$ cat src/tsre_pkg.sv
`timescale 1ns / 1ps

package tsre_pkg;

   localparam int CSR_INDEX_WIDTH = 3;
   localparam int CSR_DATA_WIDTH  = 14;

   typedef enum logic [CSR_INDEX_WIDTH-1:0] {
      CSR_MIN_VALID_TEMP      = 3'd0,
      CSR_MAX_VALID_TEMP      = 3'd1,
      CSR_SPIKE_THRESHOLD     = 3'd2,
      CSR_CORRECTION_OFFSET   = 3'd3,
      CSR_BAD_READ_LIMIT      = 3'd4,
      CSR_SPIKE_CONFIRM_COUNT = 3'd5,
      CSR_VALID_AFTER_COUNT   = 3'd6
   } csr_index_type;

   typedef enum logic [1:0] {
      STATUS_UPDATED = 2'd0,
      STATUS_BAD     = 2'd1,
      STATUS_SPIKE   = 2'd2
   } status_type;

   localparam logic signed [13:0] MIN_VALID_TEMP_RESET      = -14'sd2560;
   localparam logic signed [13:0] MAX_VALID_TEMP_RESET      = 14'sd5760;
   localparam logic [10:0]        SPIKE_THRESHOLD_RESET     = 11'd256;
   localparam logic signed [10:0] CORRECTION_OFFSET_RESET   = 11'sd0;
   localparam logic [3:0]         BAD_READ_LIMIT_RESET      = 4'd5;
   localparam logic [3:0]         SPIKE_CONFIRM_COUNT_RESET = 4'd2;
   localparam logic [7:0]         VALID_AFTER_COUNT_RESET   = 8'd3;

   // Divide by five: floor(u / 5) == (u * DIV5_RECIP) >> DIV5_SHIFT for u < 2**18.
   localparam logic [16:0] DIV5_RECIP = 17'd52429;
   localparam int          DIV5_SHIFT = 18;
   // Bias that keeps the dividend non-negative: 5 * 8192.
   localparam logic [16:0] DIV5_BIAS  = 17'd40960;
   localparam logic [15:0] DIV5_UNBIAS = 16'd8192;

   typedef struct packed {
      logic signed [13:0] min_valid_temp;
      logic signed [13:0] max_valid_temp;
      logic [10:0]        spike_threshold;
      logic signed [10:0] correction_offset;
      logic [3:0]         bad_read_limit;
      logic [3:0]         spike_confirm_count;
      logic [7:0]         valid_after_count;
   } cfg_type;

   typedef struct packed {
      logic signed [13:0] filtered_temp;
      logic               have_filtered;
      logic [3:0]         spike_streak;
      logic [3:0]         bad_count;
      logic [7:0]         good_streak;
      logic               valid_flag;
   } state_type;

   typedef struct packed {
      logic signed [15:0] shown_temp;
      status_type         status;
      logic               reinit_request;
      logic               live;
      logic               local_valid;
   } result_type;

endpackage

$ cat src/tsre_req_if.sv
`timescale 1ns / 1ps

interface tsre_req_if;
   logic               valid;
   logic               ready;
   logic               read_ok;
   logic signed [15:0] sample;

   modport source (output valid, output read_ok, output sample, input ready);
   modport sink   (input valid, input read_ok, input sample, output ready);
endinterface

$ cat src/tsre_rsp_if.sv
`timescale 1ns / 1ps

interface tsre_rsp_if;
   logic               valid;
   logic               ready;
   logic signed [15:0] shown_temp;
   logic [1:0]         status;
   logic               reinit_request;
   logic               live;
   logic               local_valid;

   modport source (output valid, output shown_temp, output status, output reinit_request,
                   output live, output local_valid, input ready);
   modport sink   (input valid, input shown_temp, input status, input reinit_request,
                   input live, input local_valid, output ready);
endinterface

$ cat src/tsre_csr.sv
`timescale 1ns / 1ps

module tsre_csr (
   input  logic                                   clock,
   input  logic                                   reset,
   input  logic                                   csr_we,
   input  logic [tsre_pkg::CSR_INDEX_WIDTH-1:0]   csr_index,
   input  logic [tsre_pkg::CSR_DATA_WIDTH-1:0]    csr_wdata,
   output tsre_pkg::cfg_type                      cfg
);
   import tsre_pkg::*;

   cfg_type cfg_ff;

   always_ff @(posedge clock) begin
      if (reset) begin
         cfg_ff.min_valid_temp      <= MIN_VALID_TEMP_RESET;
         cfg_ff.max_valid_temp      <= MAX_VALID_TEMP_RESET;
         cfg_ff.spike_threshold     <= SPIKE_THRESHOLD_RESET;
         cfg_ff.correction_offset   <= CORRECTION_OFFSET_RESET;
         cfg_ff.bad_read_limit      <= BAD_READ_LIMIT_RESET;
         cfg_ff.spike_confirm_count <= SPIKE_CONFIRM_COUNT_RESET;
         cfg_ff.valid_after_count   <= VALID_AFTER_COUNT_RESET;
      end else if (csr_we) begin
         unique case (csr_index)
            CSR_MIN_VALID_TEMP:      cfg_ff.min_valid_temp      <= $signed(csr_wdata[13:0]);
            CSR_MAX_VALID_TEMP:      cfg_ff.max_valid_temp      <= $signed(csr_wdata[13:0]);
            CSR_SPIKE_THRESHOLD:     cfg_ff.spike_threshold     <= csr_wdata[10:0];
            CSR_CORRECTION_OFFSET:   cfg_ff.correction_offset   <= $signed(csr_wdata[10:0]);
            CSR_BAD_READ_LIMIT:      cfg_ff.bad_read_limit      <= csr_wdata[3:0];
            CSR_SPIKE_CONFIRM_COUNT: cfg_ff.spike_confirm_count <= csr_wdata[3:0];
            CSR_VALID_AFTER_COUNT:   cfg_ff.valid_after_count   <= csr_wdata[7:0];
            default: ;
         endcase
      end
   end

   assign cfg = cfg_ff;

endmodule

$ cat src/tsre_step.sv
`timescale 1ns / 1ps

module tsre_step (
   input  tsre_pkg::cfg_type     cfg,
   input  tsre_pkg::state_type   state,
   input  logic                  read_ok,
   input  logic signed [15:0]    sample,
   output tsre_pkg::state_type   state_next,
   output tsre_pkg::result_type  result
);
   import tsre_pkg::*;

   logic signed [15:0] min_ext;
   logic signed [15:0] max_ext;
   logic               bad;
   logic signed [13:0] s14;
   logic signed [14:0] diff;
   logic [14:0]        abs_diff;
   logic               spike;
   logic [3:0]         streak_sat;
   logic [4:0]         bad_inc;
   logic [7:0]         good_sat;
   logic signed [16:0] acc;
   logic [16:0]        acc_bias;
   logic [33:0]        prod;
   logic [15:0]        quo;
   logic [15:0]        avg_full;
   logic signed [13:0] avg;
   logic               update;
   logic signed [14:0] shown_sum;
   state_type          nxt;
   status_type         status;
   logic               reinit;

   assign min_ext = $signed({{2{cfg.min_valid_temp[13]}}, cfg.min_valid_temp});
   assign max_ext = $signed({{2{cfg.max_valid_temp[13]}}, cfg.max_valid_temp});
   assign bad     = !read_ok || (sample < min_ext) || (sample > max_ext);

   // A good sample always lies within the 14-bit configuration range.
   assign s14      = $signed(sample[13:0]);
   assign diff     = $signed({s14[13], s14}) - $signed({state.filtered_temp[13],
                                                        state.filtered_temp});
   assign abs_diff = diff[14] ? 15'(-diff) : 15'(diff);
   assign spike    = abs_diff > {4'd0, cfg.spike_threshold};

   assign streak_sat = (state.spike_streak == 4'hF) ? 4'hF : state.spike_streak + 4'd1;
   assign bad_inc    = {1'b0, state.bad_count} + 5'd1;
   assign good_sat   = (state.good_streak == 8'hFF) ? 8'hFF : state.good_streak + 8'd1;

   // floor((4*f + s) / 5), done on a biased non-negative dividend.
   assign acc      = $signed({state.filtered_temp[13], state.filtered_temp, 2'b00})
                   + $signed({{3{s14[13]}}, s14});
   assign acc_bias = $unsigned(acc) + DIV5_BIAS;
   assign prod     = {17'd0, acc_bias} * {17'd0, DIV5_RECIP};
   assign quo      = prod[DIV5_SHIFT +: 16];
   assign avg_full = quo - DIV5_UNBIAS;
   assign avg      = $signed(avg_full[13:0]);

   always_comb begin
      nxt    = state;
      status = STATUS_UPDATED;
      reinit = 1'b0;
      update = 1'b0;
      if (bad) begin
         nxt.good_streak = 8'd0;
         status          = STATUS_BAD;
         if (bad_inc >= {1'b0, cfg.bad_read_limit}) begin
            nxt.bad_count = 4'd0;
            reinit        = 1'b1;
         end else begin
            nxt.bad_count = bad_inc[3:0];
         end
      end else begin
         nxt.bad_count = 4'd0;
         update        = 1'b1;
         if (state.have_filtered) begin
            if (spike) begin
               nxt.spike_streak = streak_sat;
               if (streak_sat < cfg.spike_confirm_count) begin
                  update = 1'b0;
                  status = STATUS_SPIKE;
               end
            end else begin
               nxt.spike_streak = 4'd0;
            end
            if (update) begin
               nxt.filtered_temp = avg;
            end
         end else begin
            nxt.filtered_temp = s14;
            nxt.have_filtered = 1'b1;
            nxt.spike_streak  = 4'd0;
         end
         if (update) begin
            nxt.good_streak = good_sat;
            if (good_sat >= cfg.valid_after_count) begin
               nxt.valid_flag = 1'b1;
            end
         end
      end
   end

   assign shown_sum = $signed({nxt.filtered_temp[13], nxt.filtered_temp})
                    + $signed({{4{cfg.correction_offset[10]}}, cfg.correction_offset});

   assign state_next            = nxt;
   assign result.shown_temp     = nxt.have_filtered ? $signed({shown_sum[14], shown_sum})
                                                    : 16'sd0;
   assign result.status         = status;
   assign result.reinit_request = reinit;
   assign result.live           = nxt.have_filtered;
   assign result.local_valid    = nxt.valid_flag;

endmodule

$ cat src/temp_spike_reject_ema_filter.sv
`timescale 1ns / 1ps
// A result is offered once its input has passed the input register and then the result
// register. Throughput: one item per cycle, set by the combinational filter update
// between the input register and the result register; a stalled result blocks only once
// the input register is also full. Reset is synchronous and active high: it clears the
// filter state and the valid flags of both pipeline registers and restores every
// configuration register.

module temp_spike_reject_ema_filter (
   input  logic                                 clock,
   input  logic                                 reset,
   tsre_req_if.sink                             req,
   tsre_rsp_if.source                           rsp,
   input  logic                                 csr_we,
   input  logic [tsre_pkg::CSR_INDEX_WIDTH-1:0] csr_index,
   input  logic [tsre_pkg::CSR_DATA_WIDTH-1:0]  csr_wdata
);
   import tsre_pkg::*;

   cfg_type            cfg;
   state_type          state_ff;
   state_type          state_in;
   result_type         step_result;
   result_type         out_ff;
   logic               stg_valid_ff;
   logic               stg_read_ok_ff;
   logic signed [15:0] stg_sample_ff;
   logic               out_valid_ff;
   logic               advance;

   tsre_csr u_csr (
      .clock     (clock),
      .reset     (reset),
      .csr_we    (csr_we),
      .csr_index (csr_index),
      .csr_wdata (csr_wdata),
      .cfg       (cfg)
   );

   tsre_step u_step (
      .cfg        (cfg),
      .state      (state_ff),
      .read_ok    (stg_read_ok_ff),
      .sample     (stg_sample_ff),
      .state_next (state_in),
      .result     (step_result)
   );

   // The staged item commits its state update when it moves into the result register.
   assign advance   = stg_valid_ff && (!out_valid_ff || rsp.ready);
   assign req.ready = !stg_valid_ff || advance;

   always_ff @(posedge clock) begin
      if (reset) begin
         state_ff     <= '0;
         stg_valid_ff <= 1'b0;
         out_valid_ff <= 1'b0;
      end else begin
         if (req.ready) begin
            stg_valid_ff <= req.valid;
         end
         if (advance) begin
            state_ff     <= state_in;
            out_valid_ff <= 1'b1;
         end else if (rsp.ready) begin
            out_valid_ff <= 1'b0;
         end
      end
   end

   always_ff @(posedge clock) begin
      if (req.valid && req.ready) begin
         stg_read_ok_ff <= req.read_ok;
         stg_sample_ff  <= req.sample;
      end
      if (advance) begin
         out_ff <= step_result;
      end
   end

   assign rsp.valid          = out_valid_ff;
   assign rsp.shown_temp     = out_ff.shown_temp;
   assign rsp.status         = out_ff.status;
   assign rsp.reinit_request = out_ff.reinit_request;
   assign rsp.live           = out_ff.live;
   assign rsp.local_valid    = out_ff.local_valid;

   a_reinit_only_on_bad: assert property (@(posedge clock) disable iff (reset)
      rsp.valid && rsp.reinit_request |-> rsp.status == STATUS_BAD)
      else $error("reinit request on a result that is not a bad read");

   a_zero_until_live: assert property (@(posedge clock) disable iff (reset)
      rsp.valid && !rsp.live |-> rsp.shown_temp == 16'sd0)
      else $error("nonzero temperature shown before the filter is loaded");

   a_valid_needs_live: assert property (@(posedge clock) disable iff (reset)
      rsp.valid && rsp.local_valid |-> rsp.live)
      else $error("valid flag set without a loaded filter");

   a_valid_sticky: assert property (@(posedge clock) disable iff (reset)
      state_ff.valid_flag |=> state_ff.valid_flag)
      else $error("sticky valid flag cleared without reset");

   a_live_sticky: assert property (@(posedge clock) disable iff (reset)
      state_ff.have_filtered |=> state_ff.have_filtered)
      else $error("filter lost its loaded state without reset");

endmodule
$ cat src/flat_wrapper.sv
// flat-port wrapper written by rule: the top's interface ports become plain ports
module temp_spike_reject_ema_filter_flat import tsre_pkg::*;
  (clock, reset, csr_we, csr_index, csr_wdata, req_valid, req_read_ok, req_sample, req_ready, rsp_valid, rsp_shown_temp, rsp_status, rsp_reinit_request, rsp_live, rsp_local_valid, rsp_ready);
  tsre_req_if req_i ();
  tsre_rsp_if rsp_i ();
  input  logic clock;
  input  logic reset;
  input  logic csr_we;
  input  logic [tsre_pkg::CSR_INDEX_WIDTH-1:0] csr_index;
  input  logic [tsre_pkg::CSR_DATA_WIDTH-1:0] csr_wdata;
  input wire logic [$bits(req_i.valid)-1:0] req_valid;
  input wire logic [$bits(req_i.read_ok)-1:0] req_read_ok;
  input wire logic [$bits(req_i.sample)-1:0] req_sample;
  output wire logic [$bits(req_i.ready)-1:0] req_ready;
  output wire logic [$bits(rsp_i.valid)-1:0] rsp_valid;
  output wire logic [$bits(rsp_i.shown_temp)-1:0] rsp_shown_temp;
  output wire logic [$bits(rsp_i.status)-1:0] rsp_status;
  output wire logic [$bits(rsp_i.reinit_request)-1:0] rsp_reinit_request;
  output wire logic [$bits(rsp_i.live)-1:0] rsp_live;
  output wire logic [$bits(rsp_i.local_valid)-1:0] rsp_local_valid;
  input wire logic [$bits(rsp_i.ready)-1:0] rsp_ready;
  assign req_i.valid = req_valid;
  assign req_i.read_ok = req_read_ok;
  assign req_i.sample = req_sample;
  assign req_ready = req_i.ready;
  assign rsp_valid = rsp_i.valid;
  assign rsp_shown_temp = rsp_i.shown_temp;
  assign rsp_status = rsp_i.status;
  assign rsp_reinit_request = rsp_i.reinit_request;
  assign rsp_live = rsp_i.live;
  assign rsp_local_valid = rsp_i.local_valid;
  assign rsp_i.ready = rsp_ready;
  temp_spike_reject_ema_filter u_core (.clock(clock), .reset(reset), .req(req_i), .rsp(rsp_i), .csr_we(csr_we), .csr_index(csr_index), .csr_wdata(csr_wdata));
endmodule
$ cat config.mk
export PLATFORM = sky130hd
export DESIGN_NAME = temp_spike_reject_ema_filter_flat
export DESIGN_NICKNAME = d
export VERILOG_FILES = /design/src/tsre_pkg.sv /design/src/tsre_req_if.sv /design/src/tsre_rsp_if.sv /design/src/tsre_csr.sv /design/src/tsre_step.sv /design/src/temp_spike_reject_ema_filter.sv /design/src/flat_wrapper.sv
export SDC_FILE = /design/constraint.sdc
export NUM_CORES = 1
export LEC_CHECK = 0
export BUFFER_PORTS_ARGS = -buffer_cell sky130_fd_sc_hd__buf_2
export CORE_MARGIN = 3
export CORE_UTILIZATION = 56
export DETAILED_ROUTE_END_ITERATION = 8
export GPL_TIMING_DRIVEN = 0
export PLACE_DENSITY_LB_ADDON = 0.15
export SLEW_MARGIN = 10
export SYNTH_ARGS = -nofsm -noshare
export SYNTH_HDL_FRONTEND = slang
export SYNTH_SLANG_ARGS = --single-unit
$ cat constraint.sdc
create_clock -name clock -period 10.8 [get_ports clock]
set_clock_uncertainty 0.15 [all_clocks]
set_input_delay 1.62 -clock clock [delete_from_list [all_inputs] [get_ports clock]]
set_output_delay 1.62 -clock clock [all_outputs]
set_load 0.01 [all_outputs]
=== Yosys cells after proc, flatten, opt, wreduce, memory -nomap -nowiden ===
Index checks and enable logic that the tools add are counted.

* Muxes and demuxes: 25
* $mul: 1
* Reductions and logical operators: 22
* Equality and inequality tests: 8
* Bitwise gates (word level): 3
* Divide/modulo/power cells: 0
* Add/subtract/negate cells: 9
* Shift-type cells: 0
* $lt $le $gt $ge: 6

{| class="wikitable"
|+ Operators by type and width
! cell !! number
|-
| multiplier 17 x 16 -> 32 bit (second input constant) || 1
|-
| 2-to-1 mux 14 bit || 2
|-
| 2-to-1 mux 19 bit || 1
|-
| AND reduction 2 bit || 9
|-
| adder 16 x 14 -> 17 bit || 1
|-
| adder 17 x 16 -> 17 bit (second input constant) || 1
|-
| greater-than comparator 16 x 14 -> 1 bit || 1
|-
| < comparator 16 x 14 -> 1 bit || 1
|-
| 2-to-1 mux 4 bit || 4
|-
| adder 14 x 11 -> 15 bit || 1
|-
| greater-than comparator 15 x 11 -> 1 bit || 1
|-
| 2-to-1 mux 15 bit || 1
|-
| negator 15 bit || 1
|-
| subtractor 14 x 14 -> 15 bit || 1
|-
| subtractor 14 bit (second input constant) || 1
|-
| 2-to-1 mux 1 bit || 13
|-
| 2-to-1 mux 12 bit || 1
|-
| == test 3 bit (second input constant) || 3
|-
| 2-to-1 mux 9 bit || 1
|-
| adder 8 x 1 -> 8 bit (second input constant) || 1
|-
| == test 8 bit (second input constant) || 1
|-
| >= comparator 8 bit || 1
|-
| 2-to-1 mux 8 bit || 1
|-
| == test 3 x 2 -> 1 bit (second input constant) || 2
|-
| other kinds (14) || 23
|}

* Flip-flop bits (word level): 137
* Output and inout port bits: 23
* Latch bits: 0
* RAM bits: 0
* Memories: 0
* Logic and storage cells: 97
* Bits in read-only memories: 0

=== Depth between registers and ports, before layout ===
* Depth after elaboration: 11
* Gate-level depth with buffers: 44
* Gate-level depth less buffers: 44

=== By module ===
A second synthesis with hierarchy kept.

* Cells, all modules: 1540
* Area total of the unflattened synthesis: 14512.7 µm²

{| class="wikitable"
|+ By module, submodules not included
! module !! area an instance (µm²) !! cells each !! times used !! sequential area each (µm²)
|-
| tsre_step || 9127.5 || 1102 || 1 || 0.0
|-
| tsre_csr || 2696.3 || 251 || 1 || 1321.3
|-
| temp_spike_reject_ema_filter || 2688.8 || 187 || 1 || 1821.7
|}

=== Least setup slack after synthesis ===
OpenSTA, ideal clock, no wires.

* Kind: register to register
* From: reg u_core.stg_sample_ff[4]
* To: reg u_core.out_ff (netlist bit u_core.rsp.shown_temp[13]) (data pin)
* Setup time: 266 ps
* Setup slack: 1374 ps
* Data arrival time: 9010 ps
* Required time: 10384 ps
* Stages on the path, launching flop included: 41
* Buffers on the path: 0
* Cells stage by stage: edfxtp_1 ha_1 ha_1 a21o_1 a21oi_1 o21ai_0 a21oi_1 o21ai_0 a211o_1 a2111oi_0 o41ai_1 a21o_1 xor2_1 ha_1 ha_1 inv_1 fa_1 inv_1 [5 not listed] ha_1 nand2_1 o21ai_0 nand2_1 o21ai_0 a21oi_1 o21bai_1 xnor2_1 a31o_2 a22oi_1 ha_1 and2_1 o21ai_0 o211ai_1 a31o_2 a21oi_1 xor2_1 nor2_1

{| class="wikitable"
|+ RTL lines
! item !! RTL line !! source
|-
| start, declared || temp_spike_reject_ema_filter.sv:27 || <nowiki>logic signed [15:0] stg_sample_ff;</nowiki>
|-
| start signal, assigned || temp_spike_reject_ema_filter.sv:74 || <nowiki>stg_sample_ff <= req.sample;</nowiki>
|-
| end signal, assigned || temp_spike_reject_ema_filter.sv:77 || <nowiki>out_ff <= step_result;</nowiki>
|-
| end, declared || temp_spike_reject_ema_filter.sv:24 || <nowiki>result_type out_ff;</nowiki>
|}

==> flow_summary.toml <==
[setup_path]
crit_path_end_kind = "register"
start_kind = "register"
critPathRequiredTime_ps = 10810
path_class = "reg -> reg"
slowest_stage = "fa_1"
reg2reg_depth = 40
crit_arrival_ps = 10380
max_stage_delay_ps = 560
crit_fanout = 5

[hold_path]
hold_depth = 2
hold_class = "reg -> reg"

[yosys]
yosys_most_used_dff = "dfxtp_1"
synthTopCellsByArea = "ha_1 (23%), dfxtp_1 (15%), fa_1 (13%)"
synth_compound_area_share_pct = 15.4
synth-seq-cells = 137
syn_nets = 1905
synth_top_area_share_pct = 22.6
synth_top_family_by_area = "adder cells"
synth_area_leader_cell = "ha_1"
synth.yosys.warnings = 0
syn-instance-count = 1532
synthXorXnorAreaFrac_pct = 4.52
synth-edff-count = 37
avgSynthCellArea_um2 = 8.96
yosysSeqAreaShare_pct = 22.7
synthAdderAreaFrac_pct = 35.1
synth_mux_area_share_pct = 1.47
syn-cell-area_mm2 = 0.0137
async_flop_share_pct = 0
ys_types = 80
synthSimpleGateAreaFrac_pct = 12.6

[power_and_ir_drop]
pwr-share-seq_pct = 12.9
p_int_mw = 2.18
power_mw = 4.33
comb_power_share_pct = 74.0
swShare_pct = 49.8
ir_worst_vdd_mv = 0.547
powerDensity_mw_per_mm2 = 284
pwr-share-clk_pct = 13.1
power_switching_mw = 2.16
power_leakage_nw = 7.30

[clocking]
cts_hold_buf = 0
clk_pin_slew_worst_paths_ps = 60
clk_latency_ps = 420
cts_made_buffers = 17
clock-sinks = 137
h-tree-depth = 4
clockRootBuffer = "clkbuf_16"
cts_tree = "done"
clock_path_buffers = 2

[floorplanning]
core_mm2 = 0.0238
die_w_um = 163
num_rows = 56
die_h_um = 163
die-area_mm2 = 0.0264
ios = 62
start_util_pct = 57.8

[cells_and_area]
areaGrowthSynthToFinish_pct = 11.2
final_util_pct = 64.3
nets = 1996
drive_gt1_share_pct = 10.3
diodes = 0

[timing]
finalSetupTns_ps = 0
max_slew.worst_pin.slew_ps = 1100
fin_ws_ps = 433
slew_headroom_pct = 26.3
period_needed_ps = 10370
fin_crit_sh_pct = 96.0
hold_violations = 0
setup_viol = 0
slew_viol_final = 0
clock.fmax_ghz = 0.0965

[routing]
route.detailed.drc = 0
drt_wl_total_mm = 35.3
firstDrtPassIters = 5
ant_nets = 0
drtIter0Drc = 762
wl_per_cell_um = 18.1
viasPerCell = 5.66
vias = 11100

[grt]
grt_max_degree = 26
grt_pass1_vias = 10700
grt-ovfl-total = 0
grt_use_total_pct = 27.0
antenna_found_initial = 1
grt_pass1_wl_mm = 55.6

[run]
drv_cap = 0

[placement]
gp_congestion = 0.949
hpwlAfterDp_mm = 28.6
place_ws_ps = -473
io_buffer_count = 60

[status]
status = "finished, final reports clean"
==> flip-flops by register name (all words and copies together) (netlist names) <==
register                   flops
u_core.u_csr.cfg              66
u_core.state_ff               32
u_core.stg_sample_ff          16
u_core.rsp.shown_temp         15
u_core.rsp.status              2
u_core.rsp.live                1
u_core.rsp.local_valid         1
u_core.rsp.reinit_request      1
u_core.rsp.valid               1
u_core.stg_read_ok_ff          1
u_core.stg_valid_ff            1
==> worst max-delay path: cells and delay by family (launching register included) <==
| kind | cells | cell delay, ps |
|---|---|---|
| compound gates | 19 | 4060 |
| xor+xnor | 3 | 570 |
| fa+ha+maj | 10 | 3920 |
| buf+inv | 4 | 220 |
| flops | 1 | 490 |
| simple gates | 4 | 690 |
==> final cells by class <==
type	instances	area (um^2)
flip-flops and latches	137	3110
clock inverters	14	126
well taps	319	399
clock buffers	18	439
repair buffers	72	390
plain buffers	28	143
multi-input cells	1107	9680
inverters	260	976
fillers	2041	8490
==> synth_stat cells, types with 13 or more instances <==
cell type,number
inv_1,259
ha_1,248
nand2_1,149
a21oi_1,101
nor2_1,101
dfxtp_1,100
fa_1,86
xnor2_1,40
edfxtp_1,37
a21o_1,32
o21ai_0,30
xor2_1,29
nand3_1,22
clkbuf_1,19
and3_1,18
nor3_1,17
o211ai_1,17
nand2b_1,15
nor2b_1,14
a211oi_1,13
a31oi_1,13
==> routing by layer <==
layer / vias to the layer above / track usage, % / wire, um
met5: - / 0 / 8
met4: 2 / 7.54 / 914
met3: 65 / 5.19 / 2490
met2: 319 / 42.5 / 15800
met1: 5294 / 38.2 / 16200
li1: 5395 / - / -
==> path summary, 6_finish.rpt <==
kind | startpoint | end | slack [ps]
hold / removal | u_core.u_csr.cfg[44]$_SDFFE_PP0P_ | u_core.u_csr.cfg[44]$_SDFFE_PP0P_ | 310
setup / recovery | u_core.state_ff[20]$_SDFFE_PP0P_ | u_core.rsp.shown_temp[13]$_SDFFCE_PN0P_ | 430
hold reg to reg | u_core.u_csr.cfg[44]$_SDFFE_PP0P_ | u_core.u_csr.cfg[44]$_SDFFE_PP0P_ | 310
setup reg to reg | u_core.state_ff[20]$_SDFFE_PP0P_ | u_core.rsp.shown_temp[13]$_SDFFCE_PN0P_ | 430
==> power by group through the flow <==
| stage | Combinational [mW] | Sequential [mW] | Clock, mW |
|---|---|---|---|
| 6_report | 3.21 | 0.558 | 0.568 |
| 5_1_grt | 3.64 | 0.559 | 0.598 |
| 4_1_cts | 3.11 | 0.559 | 0.572 |
| 3_5_place_dp | 2.97 | 0.570 | 0 |
| 3_3_place_gp | 2.91 | 0.570 | 0 |
| 2_1_floorplan | 2.17 | 0.564 | 0 |
==> cell families after synthesis <==
logic type	after synthesis
AND/OR/NAND/NOR	379
adder cells (fa/ha/maj)	334
AO/OA/AOI/OAI	305
buffers and inverters	288
flip-flops	137
XOR/XNOR	70
multiplexers	19
==> cells in the final DEF, fill, tap and decap left out, types with 7 or more instances in the layout <==
master       n
a211oi_1    12
a211oi_2     8
a21o_1      32
a21oi_1     97
a22oi_1      7
a2bb2oi_1    7
a31oi_1     12
and2_1      12
and3_1      18
buf_2       63
buf_4       13
clkbuf_1    19
clkbuf_16   17
dfxtp_1    100
edfxtp_1    37
fa_1        86
ha_1       246
inv_1      259
mux2_2       8
mux2i_1     10
nand2_1    149
nand2b_1    15
nand3_1     22
nand4_1      9
nor2_1      99
nor2b_1     14
nor3_1      17
o211ai_1    17
o21a_1       7
o21ai_0     29
o21bai_1     9
xnor2_1     35
xor2_1      25
==> metrics by stage <==
| step | area (um^2) | cells | hold WS [ps] |
|---|---|---|---|
| 4_1_cts | 15100 | 1943 | 305 |
| 3_3_place_gp | 14400 | 1911 | 292 |
| 2_1_floorplan | 13700 | 1532 | 285 |
| 5_1_grt | 15300 | 1955 | 323 |
| 3_5_place_dp | 14400 | 1911 | 297 |
| 6_report | 15300 | 1955 | 305 |
==> repair_timing <==
item,CTS,global route
pin swaps,0,3
buffers inserted,0,12
endpoints found under the setup margin,8,7
gates resized for setup,12,18
(Power assumes the default switching activity.)
